[src/rtl/arw_pkg.sv]
// ============================================================================
// arw_pkg: shared types and constants for the anti-replay window
// Item structs for both channels, status codes, operation codes and the
// window size.
// ============================================================================
package arw_pkg;

    // Number of packet numbers covered by the window (1 to 64).
    localparam int WINDOW = 64;

    // Bitmap position that stands for the highest accepted packet number.
    localparam logic [5:0] TOP_POS = 6'd63;

    // Operation codes carried in the op field.
    localparam logic OP_CHECK = 1'b0;
    localparam logic OP_CLEAR = 1'b1;

    // Status codes reported with every result word.
    localparam logic [2:0] ST_OK     = 3'd0;
    localparam logic [2:0] ST_SEQ    = 3'd1;
    localparam logic [2:0] ST_REPLAY = 3'd2;
    localparam logic [2:0] ST_OLD    = 3'd3;
    localparam logic [2:0] ST_AUTH   = 3'd4;
    localparam logic [2:0] ST_RESET  = 3'd5;

    typedef struct packed {
        logic        op;
        logic [63:0] pkt_number;
        logic [31:0] hdr_sequence;
        logic        auth_ok;
    } in_item_t;

    typedef struct packed {
        logic        accepted;
        logic [2:0]  status;
        logic [63:0] highest_seen;
    } out_item_t;

endpackage

[src/rtl/anti_replay_window_core.sv]
// ============================================================================
// anti_replay_window_core: sliding anti-replay window for a tunnel receiver
// Checks each packet number against a 64-entry window anchored at the
// highest accepted number, and commits passing packets to the window.
// ============================================================================
//
// Usage:
//   Packet words enter on the pkt channel (pkt_valid / pkt_ready / pkt) and
//   every word produces exactly one result word on the res channel
//   (res_valid / res_ready / res). A word with op = OP_CHECK is checked for a
//   sequence mismatch, then for age and replay against the window, then for
//   failed authentication; a packet that passes is committed. A word with
//   op = OP_CLEAR empties the window, as done on a key swap.
//
//   An accepted word passes through two registers, first the input register
//   and then the result register, before its result word appears. Throughput is
//   one word per cycle while the receiver does not stall, set by the window update
//   (64-bit compare, subtract and barrel shift) that feeds straight back into the window registers.
//
//   Reset clears the highest number and the bitmap and empties both stages.
//   When the receiver stalls, the result word holds, the input register
//   still fills, and pkt_ready drops only once both stages are occupied.
//
module anti_replay_window_core (
    input  logic                clk,
    input  logic                rst_n,
    input  logic                pkt_valid,
    output logic                pkt_ready,
    input  arw_pkg::in_item_t   pkt,
    output logic                res_valid,
    input  logic                res_ready,
    output arw_pkg::out_item_t  res
);

    // Input stage.
    logic               s1_valid_reg;
    arw_pkg::in_item_t  s1_item_reg;

    // Window state.
    logic [63:0]        top_number_reg;
    logic [63:0]        top_number_next;
    logic [63:0]        seen_bits_reg;
    logic [63:0]        seen_bits_next;

    // Result stage.
    logic               res_valid_reg;
    arw_pkg::out_item_t res_reg;
    arw_pkg::out_item_t res_next;

    logic               advance;
    logic               seq_ok;
    logic               newer;
    logic [63:0]        dist_up;
    logic [63:0]        dist_down;
    logic               jump_full;
    logic               too_old;
    logic [5:0]         bit_pos;
    logic               bit_seen;
    logic               accept_pkt;

    // The input word moves into the result stage whenever the result
    // register is empty or is being drained in this same cycle.
    assign advance   = s1_valid_reg && (!res_valid_reg || res_ready);
    assign pkt_ready = !s1_valid_reg || advance;

    // Window arithmetic on the registered word.
    assign seq_ok    = (s1_item_reg.pkt_number[31:0] == s1_item_reg.hdr_sequence);
    assign newer     = (s1_item_reg.pkt_number > top_number_reg);
    assign dist_up   = s1_item_reg.pkt_number - top_number_reg;
    assign dist_down = top_number_reg - s1_item_reg.pkt_number;
    assign jump_full = (dist_up >= 64'(arw_pkg::WINDOW));
    assign too_old   = (s1_item_reg.pkt_number == 64'd0)
                    || (dist_down >= 64'(arw_pkg::WINDOW));

    // Bit 63 stands for the highest number; older numbers sit lower.
    assign bit_pos   = arw_pkg::TOP_POS - dist_down[5:0];
    assign bit_seen  = seen_bits_reg[bit_pos];

    always_comb
    begin
        top_number_next       = top_number_reg;
        seen_bits_next        = seen_bits_reg;
        accept_pkt            = 1'b0;
        res_next.accepted     = 1'b0;
        res_next.status       = arw_pkg::ST_OK;

        if (s1_item_reg.op == arw_pkg::OP_CLEAR)
        begin
            top_number_next = 64'd0;
            seen_bits_next  = 64'd0;
            res_next.status = arw_pkg::ST_RESET;
        end
        else if (!seq_ok)
        begin
            res_next.status = arw_pkg::ST_SEQ;
        end
        else if (newer)
        begin
            if (!s1_item_reg.auth_ok)
            begin
                res_next.status = arw_pkg::ST_AUTH;
            end
            else
            begin
                accept_pkt      = 1'b1;
                top_number_next = s1_item_reg.pkt_number;
                if (jump_full)
                begin
                    seen_bits_next = 64'd1 << arw_pkg::TOP_POS;
                end
                else
                begin
                    seen_bits_next = (seen_bits_reg >> dist_up[5:0])
                                   | (64'd1 << arw_pkg::TOP_POS);
                end
            end
        end
        else if (too_old)
        begin
            res_next.status = arw_pkg::ST_OLD;
        end
        else if (bit_seen)
        begin
            res_next.status = arw_pkg::ST_REPLAY;
        end
        else if (!s1_item_reg.auth_ok)
        begin
            res_next.status = arw_pkg::ST_AUTH;
        end
        else
        begin
            accept_pkt     = 1'b1;
            seen_bits_next = seen_bits_reg | (64'd1 << bit_pos);
        end

        res_next.accepted     = accept_pkt;
        res_next.highest_seen = top_number_next;
    end

    // Control and window state.
    always_ff @(posedge clk or negedge rst_n)
    begin
        if (!rst_n)
        begin
            s1_valid_reg   <= 1'b0;
            res_valid_reg  <= 1'b0;
            top_number_reg <= 64'd0;
            seen_bits_reg  <= 64'd0;
        end
        else
        begin
            if (pkt_ready)
            begin
                s1_valid_reg <= pkt_valid;
            end
            if (advance)
            begin
                res_valid_reg  <= 1'b1;
                top_number_reg <= top_number_next;
                seen_bits_reg  <= seen_bits_next;
            end
            else if (res_ready)
            begin
                res_valid_reg <= 1'b0;
            end
        end
    end

    // Payload registers.
    always_ff @(posedge clk)
    begin
        if (pkt_ready && pkt_valid)
        begin
            s1_item_reg <= pkt;
        end
        if (advance)
        begin
            res_reg <= res_next;
        end
    end

    assign res_valid = res_valid_reg;
    assign res       = res_reg;

endmodule

[config.mk]
export PLATFORM = sky130hd
export DESIGN_NAME = anti_replay_window_core
export DESIGN_NICKNAME = d
export VERILOG_FILES = /design/src/rtl/arw_pkg.sv /design/src/rtl/anti_replay_window_core.sv
export SDC_FILE = /design/constraint.sdc
export NUM_CORES = 1
export LEC_CHECK = 0
export BUFFER_PORTS_ARGS = -buffer_cell sky130_fd_sc_hd__buf_2
export CAP_MARGIN = 30
export CORE_UTILIZATION = 40
export DETAILED_ROUTE_END_ITERATION = 8
export SETUP_SLACK_MARGIN = 0.2
export SYNTH_ARGS = -nofsm -noshare
export SYNTH_HDL_FRONTEND = slang
export SYNTH_SLANG_ARGS = --single-unit
[constraint.sdc]
create_clock -name clk -period 7.81 [get_ports clk]
set_input_delay 1.1715 -clock clk [delete_from_list [all_inputs] [get_ports clk]]
set_output_delay 1.1715 -clock clk [all_outputs]
set_load 0.05 [all_outputs]
==> flow_metrics.env <==
export IMPL_outcome="completed"
export IMPL_setup_tns_final_ns=0
export IMPL_ys_seq_area_share_pct=31.6
export IMPL_synthTopCellsByArea="edfxtp_1 19%, dfrtp_1 12%, a21oi_1 7.6%, mux2i_1 7.3%, ha_1 6.1%"
export IMPL_grt_ovfl_total=0
export IMPL_setup_viol=0
export IMPL_grt_max_degree=91
export IMPL_die_area_um2=66200
export IMPL_tritoncts="built"
export IMPL_grt_pass1_wl_mm=163
export IMPL_ys_types=86
export IMPL_dp_hpwl_mm=84.2
export IMPL_period_share_pct=84.7
export IMPL_min_period_ns=6.61
export IMPL_fin_ws_ns=1.20
export IMPL_largest_register_ffs=98
export IMPL_utilization_pct=44.7
export IMPL_grt_util_all_layers_pct=32.4
export IMPL_finalClockSkew_ns=0.0347
export IMPL_gp_congestion=1.03
export IMPL_start_util_pct=40.5
export IMPL_drive_gt1_share_pct=12.2
export IMPL_r2r_end="seen_bits_reg[46]"
export IMPL_clock_latency_ns=0.58
export IMPL_crit_type="reg -> reg"
export IMPL_via_per_inst=6.44
export IMPL_crit_top_cell="a211oi_1"
export IMPL_core_area_um2=64500
export IMPL_p_per_area_nw_per_um2=159
export IMPL_async_reset_ff_share_pct=43.9
export IMPL_first_pass_iters=6
export IMPL_synthCells=3130
export IMPL_startpoint_type="register"
export IMPL_syn_area_um2=26100
export IMPL_hold_viol=0
export IMPL_wire_per_inst_um=27.1
export IMPL_finalWirelength_mm=110
export IMPL_worstPathArrival_ns=7.10
export IMPL_slowest_delay_ns=0.89
export IMPL_clockBufferDepth=3
export IMPL_areaGrowthSynthToFinish_pct=10.3
export IMPL_drc=0
export IMPL_synthFlopType="edfxtp_1"
export IMPL_ant_nets=0
export IMPL_maxCapViolCount=0
export IMPL_yosysTopAreaCellShare_pct=19.1
export IMPL_rsz0062_at_grt="no"
export IMPL_pre_cts_ws_ns=1.47
export IMPL_postCtsResizedCells=0
export IMPL_clock_sinks=296
export IMPL_num_nets_final=3413
export IMPL_clk_pin_slew_ns=0.06
export IMPL_vias=26100
export IMPL_hold_depth=1
export IMPL_slew_headroom_pct=26.7
export IMPL_path_cells="inv_1 -> ha_1 -> a21oi_1 -> o21ai_0 -> a211oi_1 -> o221ai_1 -> a211oi_1 -> xor2_1 -> nand4_1 -> nor4_1 -> and4_1 -> a211o_2 -> buf_4 -> a21oi_1 -> a211oi_1"
export IMPL_h_tree_depth=2
export IMPL_ctsHoldBuffers=0
export IMPL_ff2ff_path_depth=15
export IMPL_num_io_pins=172
export IMPL_clockRootBuffer="clkbuf_16"
export IMPL_cts_buffers=34
export IMPL_synthTopCellsByCount="395 x a21oi_1, 293 x nand2_1, 286 x nor2_1, 259 x o21ai_0, 189 x mux2i_1"
export IMPL_critPathMaxFanout=28
export IMPL_drv_slew=0
export IMPL_synth_edff_count=166
export IMPL_drt_iter0_drc=3196
export IMPL_dieHeight_um=257
export IMPL_hold_path_end="res_valid"
export IMPL_port_buffers=171
export IMPL_synth_top_area_cell="edfxtp_1"
export IMPL_antenna_found_initial=1
export IMPL_peakVddDrop_uv=170
export IMPL_rows=93
export IMPL_fp_dieW_um=257
export IMPL_min_path_type="reg -> reg"
export IMPL_r2r_slack_ns=1.20
export IMPL_dp_cells=3999
export IMPL_cp_end_kind="register"
export IMPL_yosysMostFrequentCell="a21oi_1"
export IMPL_fmax_mhz=151
export IMPL_syn_nets=3361
export IMPL_p_leak_nw=10.9
export IMPL_yosys_warnings=0
export IMPL_slowest_stage="a211oi_1"
export IMPL_tightest_slew_ns=1.09
export IMPL_fin_cells=4061
export IMPL_cts_setup_buffers=0
export IMPL_diodes=0
export IMPL_hp_start="s1_valid_reg"
export IMPL_syn_avg_cell_area_um2=8.34
export IMPL_timing_rr_start="s1_item_reg[37]"
export IMPL_cp_data_required_time_ns=8.30
export IMPL_synth_seq_cells=296
export IMPL_grt_pass1_vias=24800
worst max-delay path by stage:
stage          cells past startpoint  slack (ns)                 to            start
3_5_place_dp                      15        1.47  seen_bits_reg[44]  s1_item_reg[37]
5_1_grt                           15        1.11  seen_bits_reg[48]  s1_item_reg[37]
4_1_cts                           15        1.45  seen_bits_reg[46]  s1_item_reg[37]
6_report                          15        1.20  seen_bits_reg[46]  s1_item_reg[37]
3_3_place_gp                      15        1.57  seen_bits_reg[36]  s1_item_reg[37]
2_1_floorplan                     16        3.08   seen_bits_reg[0]  s1_item_reg[33]
logic make-up (layout without fill, tap and decap cells):
logic type | Yosys count | count (layout) | share of synthesized area [%]
compound gates | 1044 | 1044 | 24.6
simple gates | 962 | 962 | 17.5
fa+ha+maj | 129 | 129 | 6.24
flops | 296 | 296 | 31.6
buf+inv | 362 | 438 | 5.55
mux | 236 | 236 | 11.0
xor+xnor | 101 | 101 | 3.39
placed cells by master (no fill, tap or decap), types with 10 or more instances in the layout:
| master | n |
|---|---|
| mux2i_1 | 189 |
| o21bai_1 | 18 |
| o21a_1 | 17 |
| or4_1 | 10 |
| dfrtp_1 | 130 |
| nand2_1 | 293 |
| nor2_1 | 283 |
| a21o_1 | 31 |
| a221oi_1 | 16 |
| clkbuf_16 | 34 |
| nand2b_1 | 16 |
| buf_2 | 172 |
| o221ai_1 | 10 |
| xnor2_1 | 37 |
| nor4_1 | 52 |
| and4_1 | 17 |
| o21ai_0 | 259 |
| nand4_1 | 106 |
| nand3_1 | 62 |
| a31oi_1 | 42 |
| nor3_1 | 40 |
| o31ai_1 | 10 |
| ha_1 | 126 |
| o22ai_1 | 20 |
| a211oi_1 | 58 |
| inv_1 | 161 |
| or3_1 | 16 |
| and3_1 | 15 |
| o211ai_1 | 32 |
| a211oi_2 | 27 |
| buf_4 | 39 |
| xor2_1 | 55 |
| mux4_2 | 41 |
| a21oi_1 | 395 |
| nor2b_1 | 11 |
| and2_1 | 10 |
| edfxtp_1 | 166 |
cell type report:
class | count | area (µm²)
clock inverter | 16 | 180
inverter | 162 | 608
sequential | 296 | 8240
multi-input combinational | 2472 | 16500
fill | 6559 | 35700
tap | 855 | 1070
timing repair buffer | 216 | 1210
clock buffer | 44 | 948
per-stage QoR:
step,power (mW),hold WS [ns],cell area (µm²)
2_1_floorplan,2.53,0.449,26100
3_3_place_gp,2.93,0.477,27600
3_5_place_dp,2.92,0.487,27600
4_1_cts,4.59,0.505,28800
5_1_grt,4.74,0.508,28800
6_report,4.59,0.507,28800
metal layers:
layer  vias up  global-route usage, %  share of wire (%)
li1      11800                      -                  -
met1     12800                   43.3                 42
met2      1353                   51.0                 45
met3       260                   5.93                8.3
met4         0                   14.7                4.9
met5         -                      0                  0
report_power, final:
part / internal (mW) / switching [mW] / leakage (nW)
combinational: 0.309 / 0.828 / 6.90
clock: 0.961 / 0.696 / 0.553
sequential: 1.73 / 0.0647 / 3.42
total: 3.00 / 1.59 / 10.9
worst max-delay path: cells and delay by family (launching register included):
kind,cells,cell delay [ns]
AOI/OAI and AO/OA,8,3.34
and+or+nand+nor,3,1.05
buffers and inverters,2,0.50
DFF,1,0.71
xor gates and xnor gates,1,0.37
adders and majority gates,1,0.51
(Power assumes the default switching activity.)
